`src/design/pis_pkg.sv`:
```
`default_nettype none
package pis_pkg;

  // Field widths of the stream items
  localparam int InW      = 28;
  localparam int VW       = 25;
  localparam int BW       = 29;
  localparam int InDataW  = 248;
  localparam int OutDataW = 112;
  localparam int OutUserW = 2;

  // Internal exact-integer widths
  localparam int BbW   = 58;
  localparam int BvW   = 55;
  localparam int QaW   = 51;
  localparam int SpdW  = 24;
  localparam int Spd2W = 48;
  localparam int ProdW = 108;
  localparam int DiscW = 112;
  localparam int RemW  = 58;

  // Iteration counts
  localparam int SqSteps  = 56;
  localparam int DivSteps = 41;
  localparam int AimSteps = 26;
  localparam int AimRemW  = 41;

  // Front-to-back queue
  localparam int QDepth = 4;
  localparam int QPtrW  = 2;

  localparam logic [SpdW-1:0]     SpdReset  = 24'd256000;
  localparam logic [Spd2W-1:0]    Spd2Reset = 48'(SpdReset) * 48'(SpdReset);
  localparam logic [DivSteps-1:0] TimeCap   = 41'd1 << 40;
  localparam logic [DivSteps-1:0] TimeMax   = 41'h0_7FFF_FFFF;
  localparam logic [31:0]         NoTime    = 32'hFFFF_0000;
  localparam logic signed [27:0]  AimMax    = 28'sd16777215;
  localparam logic signed [27:0]  AimMin    = -28'sd16777216;

  // One classified request: offsets, velocity and the dot products
  typedef struct packed {
    logic [2:0][BW-1:0]    b;
    logic [2:0][VW-1:0]    v;
    logic [BbW-1:0]        bb;
    logic signed [BvW-1:0] bv;
    logic signed [QaW-1:0] qa;
  } item_t;

  typedef struct packed {
    item_t            it;
    logic [2:0][53:0] pb;
    logic [3:0][53:0] pq;
  } pp_t;

  typedef struct packed {
    item_t            it;
    logic [ProdW-1:0] bv2;
    logic [ProdW-1:0] qbb;
  } sum_t;

  typedef struct packed {
    item_t              it;
    logic               ok;
    logic               lin;
    logic [DiscW-1:0]   disc;
    logic [RemW-1:0]    rem;
    logic [SqSteps-1:0] root;
  } sq_t;

  typedef struct packed {
    logic [DivSteps-1:0] n;
    logic [RemW-1:0]     d;
    logic [RemW-1:0]     rem;
    logic [DivSteps-1:0] q;
    logic                big;
    logic                neg;
  } tlane_t;

  typedef struct packed {
    item_t  it;
    logic   ok;
    logic   lin;
    tlane_t la;
    tlane_t lb;
  } dv_t;

  typedef struct packed {
    item_t               it;
    logic                ok;
    logic [DivSteps-1:0] t;
  } st_t;

  typedef struct packed {
    logic [AimSteps-1:0] n;
    logic [AimRemW-1:0]  rem;
    logic [AimSteps-1:0] q;
    logic                big;
    logic                neg;
  } alane_t;

  typedef struct packed {
    item_t               it;
    logic                ok;
    logic [DivSteps-1:0] t;
    alane_t [2:0]        ln;
  } am_t;

endpackage
`default_nettype wire

```
`src/design/pis_queue.sv`:
```
`default_nettype none
module pis_queue
  import pis_pkg::*;
(
  input  logic  clk_i,
  input  logic  rst_ni,
  input  logic  in_valid_i,
  output logic  in_ready_o,
  input  item_t in_item_i,
  output logic  out_valid_o,
  input  logic  out_ready_i,
  output item_t out_item_o
);

  item_t            mem_q [QDepth];
  logic [QPtrW-1:0] wr_q, rd_q;
  logic [QPtrW:0]   cnt_q;
  logic             push, pop;

  assign in_ready_o  = cnt_q != (QPtrW+1)'(QDepth);
  assign out_valid_o = cnt_q != '0;
  assign out_item_o  = mem_q[rd_q];
  assign push        = in_valid_i && in_ready_o;
  assign pop         = out_valid_o && out_ready_i;

  always_ff @(posedge clk_i or negedge rst_ni) begin
    if (!rst_ni) begin
      wr_q  <= '0;
      rd_q  <= '0;
      cnt_q <= '0;
    end else begin
      if (push) wr_q <= wr_q + 1'b1;
      if (pop)  rd_q <= rd_q + 1'b1;
      if (push && !pop)      cnt_q <= cnt_q + 1'b1;
      else if (pop && !push) cnt_q <= cnt_q - 1'b1;
    end
  end

  always_ff @(posedge clk_i) begin
    if (push) mem_q[wr_q] <= in_item_i;
  end

endmodule
`default_nettype wire

```
`config.mk`:
```
export PLATFORM = sky130hd
export DESIGN_NAME = pis_queue
export DESIGN_NICKNAME = d
export VERILOG_FILES = /design/src/design/pis_pkg.sv /design/src/design/pis_queue.sv
export SDC_FILE = /design/constraint.sdc
export NUM_CORES = 1
export LEC_CHECK = 0
export BUFFER_PORTS_ARGS = -buffer_cell sky130_fd_sc_hd__buf_2
export CAP_MARGIN = 25
export CORE_ASPECT_RATIO = 0.9
export CORE_MARGIN = 4
export CORE_UTILIZATION = 30
export CTS_BUF_LIST = sky130_fd_sc_hd__clkbuf_4
export CTS_CLUSTER_SIZE = 30
export DETAILED_ROUTE_END_ITERATION = 7
export HOLD_SLACK_MARGIN = 0.06
export PLACE_DENSITY = 0.55
export REMOVE_ABC_BUFFERS = 1
export SLEW_MARGIN = 0
export SYNTH_ARGS = -nofsm -noshare
export SYNTH_HDL_FRONTEND = slang
export SYNTH_SLANG_ARGS = --single-unit
```
`constraint.sdc`:
```
create_clock -name clk_i -period 13.46 [get_ports clk_i]
set_input_delay 0.673 -clock clk_i [delete_from_list [all_inputs] [get_ports clk_i]]
set_output_delay 0.673 -clock clk_i [all_outputs]
set_load 0.01 [all_outputs]
```
Word-level counts from Yosys, hierarchy flattened:

Memories as Yosys holds them, arrays and structs flattened.
Cells that the tools add are included.

* flip-flop bits (word level): 7
* bits in writable memories: 1304
* input bits: 330
* output and inout port bits: 328
* logic and storage cells: 21
* memories: 1

* $add $sub $neg: 4
* equality and inequality tests: 1
* mux-type cells: 4
* reduce and logical (&&, ||, !) cells: 8

Memory list
* mem_q: words 4, bits a word 326, rd ports 1, clocked after Yosys merged registers in 0, wr ports 1, line pis_queue.sv:15 `item_t mem_q [QDepth];`

Operators by type and width (number)
* $mux W3: 2
* $add A2 B1 Y2 const B: 2
* $logic_and A1 B1 Y1: 4
* $add A3 B1 Y3 const B: 1
* $ne A3 B3 Y1 const B: 1
* $reduce_bool A3 Y1: 1
* $sub A3 B1 Y3 const B: 1
* $logic_not A1 Y1: 2
* $mux W1: 2
* $reduce_bool A2 Y1: 1

Depth between registers and ports, before layout:

* word-level depth: 6
* depth in mapped cells: 8
* mapped depth without buffers: 8

Least setup slack after synthesis:

OpenSTA, ideal clock, no wires.

* path kind: input-to-reg
* start: input port in_valid_i
* end: memory mem_q[0][0] (netlist bit), enable pin
* library setup time: 0.730 ns
* arrival time: 8.362 ns
* required time: 12.730 ns
* setup slack: 4.368 ns
* cell stages on the path: 2
* path buffers: 0
* cells stage by stage: a21boi_2 > and2_1

* longest elaborated chain between the ends: 3

Ends and longest elaborated chain
* start, declared: line pis_queue.sv:7 `input logic in_valid_i,`
* $logic_and A1 B1 Y1: line pis_queue.sv:23 `assign push = in_valid_i && in_ready_o;`
* $mux W1: line pis_queue.sv:40 `if (push) mem_q[wr_q] <= in_item_i;`
* $mux W1 (implied by the code): line pis_queue.sv:40
* end, declared: line pis_queue.sv:15

Every way passes these cells.

==> impl_results.html <==
<table>
<tr><th>Metric</th><th>Value</th></tr>
<tr><th colspan="2">Critical path</th></tr>
<tr><td>Element type at the critical path start</td><td>flip-flop</td></tr>
<tr><td>Worst setup startpoint</td><td>rd_q[1]$_DFFE_PN0P_</td></tr>
<tr><td>Critical path peak fanout</td><td>61</td></tr>
<tr><td>CP Data Arrival Time</td><td>4.50 ns</td></tr>
<tr><td>Worst Reg-to-Reg Cells</td><td>5</td></tr>
<tr><td>Element type at the critical path end</td><td>primary output</td></tr>
<tr><td>End of the worst register-to-register path</td><td>mem_q[0][278]$_DFFE_PP_</td></tr>
<tr><td>Register-to-register path setup slack</td><td>9.67 ns</td></tr>
<tr><td>Beginning of the worst register-to-register path</td><td>cnt_q[0]$_DFFE_PN0P_</td></tr>
<tr><td>Required time at the worst-slack endpoint</td><td>12.79 ns</td></tr>
<tr><td>Crit Path Category</td><td>reg -&gt; out</td></tr>
<tr><th colspan="2">Route</th></tr>
<tr><td>Final WL</td><td>117,000 um</td></tr>
<tr><td>TritonRoute pass-1 iters</td><td>5</td></tr>
<tr><td>Average vias per placed instance</td><td>4.42</td></tr>
<tr><td>Via Count</td><td>24,900</td></tr>
<tr><td>Antenna Violating Nets Remaining</td><td>0</td></tr>
<tr><td>Initial DRC Count</td><td>1,352</td></tr>
<tr><td>Count of unresolved DRC violations after routing</td><td>0</td></tr>
<tr><td>Routed wirelength normalized by instance count</td><td>20.7 um</td></tr>
<tr><th colspan="2">Timing</th></tr>
<tr><td>Tightest Pin Transition</td><td>1.56 ns</td></tr>
<tr><td>Fmax achieved</td><td>193 MHz</td></tr>
<tr><td>Unrepaired setup endpoints after global routing</td><td>false</td></tr>
<tr><td>Post-route clock skew</td><td>0.0965 ns</td></tr>
<tr><td>Final setup violation count</td><td>0</td></tr>
<tr><td>Tcrit/Tclk final</td><td>38.4%</td></tr>
<tr><td>Slew Limit Fails</td><td>80</td></tr>
<tr><td>Tightest slew margin relative to the limit</td><td>-4.04%</td></tr>
<tr><td>Final hold violations</td><td>0</td></tr>
<tr><td>Worst Hold Margin</td><td>0.289 ns</td></tr>
<tr><td>Min Tclk post-route</td><td>5.17 ns</td></tr>
<tr><th colspan="2">Finish</th></tr>
<tr><td>Most used cells in the layout excluding fill and tap cells</td><td>sky130_fd_sc_hd__edfxtp_1, sky130_fd_sc_hd__buf_2, sky130_fd_sc_hd__dlygate4sd3_1</td></tr>
<tr><td>Most common cell after layout, fill and taps aside</td><td>sky130_fd_sc_hd__edfxtp_1</td></tr>
<tr><td>Final cell count without fillers</td><td>5,632</td></tr>
<tr><td>Area grow syn2layout</td><td>32.4%</td></tr>
<tr><td>Ratio of cells with drive above 1 in the final layout</td><td>43.5%</td></tr>
<tr><td>Layout Nets</td><td>3,632</td></tr>
<tr><th colspan="2">Power and ir drop</th></tr>
<tr><td>Switch Pwr</td><td>3.97 mW</td></tr>
<tr><td>IR Drop Worst-Case VDD</td><td>0.150 mV</td></tr>
<tr><td>Combinational share of power</td><td>30.3%</td></tr>
<tr><td>Standby leakage power</td><td>21.9 nW</td></tr>
<tr><td>Sequential share of power</td><td>43.9%</td></tr>
<tr><td>Total power per unit cell area</td><td>203 nW/um^2</td></tr>
<tr><td>Share of total power consumed by net switching</td><td>31.0%</td></tr>
<tr><td>Int Pwr</td><td>8.84 mW</td></tr>
<tr><td>Relative contribution of the clock network to total power</td><td>25.8%</td></tr>
<tr><th colspan="2">Floorplanning</th></tr>
<tr><td>I/O pin cnt</td><td>658</td></tr>
<tr><td>Total number of placement rows</td><td>138</td></tr>
<tr><td>Area inside the core boundary</td><td>158,000 um^2</td></tr>
<tr><td>Initial Util</td><td>30.3%</td></tr>
<tr><td>Die Wd</td><td>429 um</td></tr>
<tr><td>Die area</td><td>166,000 um^2</td></tr>
<tr><td>Floorplan die height</td><td>387 um</td></tr>
<tr><th colspan="2">Global routing</th></tr>
<tr><td>Number of antenna violations at the first check in global routing</td><td>15</td></tr>
<tr><td>Global-route wire length before repair</td><td>175,000 um</td></tr>
<tr><td>All-layer global routing usage</td><td>13.9%</td></tr>
<tr><td>GRT overflow</td><td>0</td></tr>
<tr><td>Pin count of the biggest net entering global routing</td><td>162</td></tr>
<tr><td>Vias in the first global route</td><td>27,900</td></tr>
<tr><th colspan="2">Clocking</th></tr>
<tr><td>Root Buffer</td><td>sky130_fd_sc_hd__clkbuf_4</td></tr>
<tr><td>Clock latency reported for the late side of the worst-skew pair</td><td>1.19 ns</td></tr>
<tr><td>Clock Path Buffers</td><td>4</td></tr>
<tr><td>H-tree lvl count</td><td>5</td></tr>
<tr><td>Clock tree from TritonCTS</td><td>built</td></tr>
<tr><td>Clock edge transition at the registers on the reported setup and hold paths</td><td>0.07 ns</td></tr>
<tr><td>CTS buffer count</td><td>352</td></tr>
<tr><td>Clk sinks</td><td>1,311</td></tr>
<tr><th colspan="2">Placement</th></tr>
<tr><td>Placed cell count</td><td>4,446</td></tr>
<tr><td>Placer congestion estimate</td><td>0.770</td></tr>
<tr><td>Input/output buffers</td><td>657</td></tr>
<tr><td>Detailed placer's ending HPWL</td><td>69,500 um</td></tr>
<tr><th colspan="2">Worst hold path</th></tr>
<tr><td>Kind of path behind the tightest hold check</td><td>in -&gt; reg</td></tr>
<tr><td>Cell depth of the worst min-delay path</td><td>2</td></tr>
<tr><td>Terminating pin of the worst hold path</td><td>mem_q[1][203]$_DFFE_PP_</td></tr>
<tr><td>Worst Min Path Start</td><td>in_item_i[203]</td></tr>
<tr><th colspan="2">Yosys</th></tr>
<tr><td>Warning count from the yosys run</td><td>0</td></tr>
<tr><td>Mapped Area</td><td>47,800 um^2</td></tr>
<tr><td>Ranking of synthesized cells by area</td><td>sky130_fd_sc_hd__edfxtp_1, sky130_fd_sc_hd__mux4_2, sky130_fd_sc_hd__buf_12, sky130_fd_sc_hd__dfrtp_1, sky130_fd_sc_hd__buf_2</td></tr>
<tr><td>Library cell occupying the most area in the post-synthesis netlist</td><td>sky130_fd_sc_hd__edfxtp_1</td></tr>
<tr><td>Post-synthesis sequential element count</td><td>1,311</td></tr>
<tr><td>Number of distinct standard cells referenced by the synthesized netlist</td><td>20</td></tr>
<tr><td>Syn_area_per_cell</td><td>27.5 um^2</td></tr>
<tr><td>Area share of the largest cell type after synthesis</td><td>81.9%</td></tr>
<tr><td>Sequential cell area fraction in the yosys report</td><td>82.3%</td></tr>
<tr><td>Number of instances in the synthesized netlist</td><td>1,738</td></tr>
<tr><th colspan="2">Run status</th></tr>
<tr><td>Status</td><td>finished with violations</td></tr>
<tr><td>Violations in the final reports</td><td>slew limit</td></tr>
<tr><th colspan="2">Flow run</th></tr>
<tr><td>Max-Cap Viols</td><td>0</td></tr>
</table>
[critical path: stages (launching register included)]
cell and delay (ns):
sky130_fd_sc_hd__dfrtp_4 0.90, sky130_fd_sc_hd__buf_4 0.77, sky130_fd_sc_hd__buf_4 0.88, sky130_fd_sc_hd__mux4_2 0.46
sky130_fd_sc_hd__buf_2 0.18
[cells in the mapped netlist]
master and n:
sky130_fd_sc_hd__ha_1 5, sky130_fd_sc_hd__nand3_1 1, sky130_fd_sc_hd__buf_6 2, sky130_fd_sc_hd__or3_1 1
sky130_fd_sc_hd__fa_1 1, sky130_fd_sc_hd__nand2_1 2, sky130_fd_sc_hd__nor2_1 2, sky130_fd_sc_hd__buf_8 2
sky130_fd_sc_hd__inv_1 3, sky130_fd_sc_hd__dfrtp_1 7, sky130_fd_sc_hd__buf_2 29, sky130_fd_sc_hd__xor2_1 2
sky130_fd_sc_hd__mux2_2 2, sky130_fd_sc_hd__xnor2_1 4, sky130_fd_sc_hd__and2_1 4, sky130_fd_sc_hd__a21boi_2 1
sky130_fd_sc_hd__clkbuf_1 7, sky130_fd_sc_hd__edfxtp_1 1304, sky130_fd_sc_hd__buf_12 33, sky130_fd_sc_hd__mux4_2 326
[per-stage QoR]
stage / worst slack (ns) / setup TNS [ns] / utilization (%) / total power, mW / area (um^2)
after global routing: 7.73 / 0 / 40.1 / 13.5 / 63300
after CTS: 7.77 / 0 / 40.0 / 13.1 / 63200
after detailed placement: 9.26 / 0 / 33.7 / 9.57 / 53100
after floorplan: -0.568 / -185.06 / - / 8.93 / 46900
final: 8.29 / 0 / 40.1 / 12.8 / 63300
after global placement: 9.29 / 0 / 33.7 / 9.49 / 53100
[worst max-delay path by stage]
stage	slack [ns]	cells after the start	end
5_1_grt	7.73	4	out_item_o[209]
4_1_cts	7.77	4	out_item_o[69]
2_1_floorplan	-0.57	1	out_item_o[0]
3_3_place_gp	9.29	4	out_item_o[69]
6_report	8.29	4	out_item_o[293]
3_5_place_dp	9.26	4	out_item_o[69]
[cell families (layout without fill, tap and decap cells)]
kind of cell,count (synthesis),after routing,synth area share (%)
compound gates,1,1,0.0236
xor+xnor,6,6,0.110
fa+ha+maj,6,6,0.173
buf+inv,76,1849,1.87
flops,1311,1311,82.3
mux,328,328,15.4
other cells,0,21,0
simple gates,10,10,0.107
[final cells by class]
type                       instances  area, um^2
multi-input combinational        351        7570
fill                           14200       94500
timing repair buffer            1277        9540
tap                             2100        2630
inverter                           3        11.3
sequential                      1311       39300
antenna                           21        52.6
clock buffer                     488        3660
clock inverter                    81         462
[sequential cells by signal, summed over array words and instances (netlist names)]
name,count
rd_q,2
wr_q,2
cnt_q,3
mem_q,1304
[power by group through the flow]
stage	combinational (mW)	clock, mW	sequential (mW)
after floorplan	2.70	0	6.23
after CTS	4.01	3.45	5.63
after detailed placement	3.85	0	5.72
final	3.89	3.30	5.62
after global placement	3.82	0	5.67
after global routing	4.16	3.70	5.69
[repair_timing]
action	CTS	global route
gates resized for setup	0	0
buffers inserted	0	0
endpoints found under the hold margin	1318	0
hold buffers	595	0
[per-layer routing]
layer	track usage [%]	vias to the layer above	wire length (um)
met3	4.26	252	7120
li1	-	11000	-
met5	0	-	27
met1	15.5	12900	43100
met4	7.13	4	4700
met2	24.0	841	61600
(Power assumes the default switching activity.)
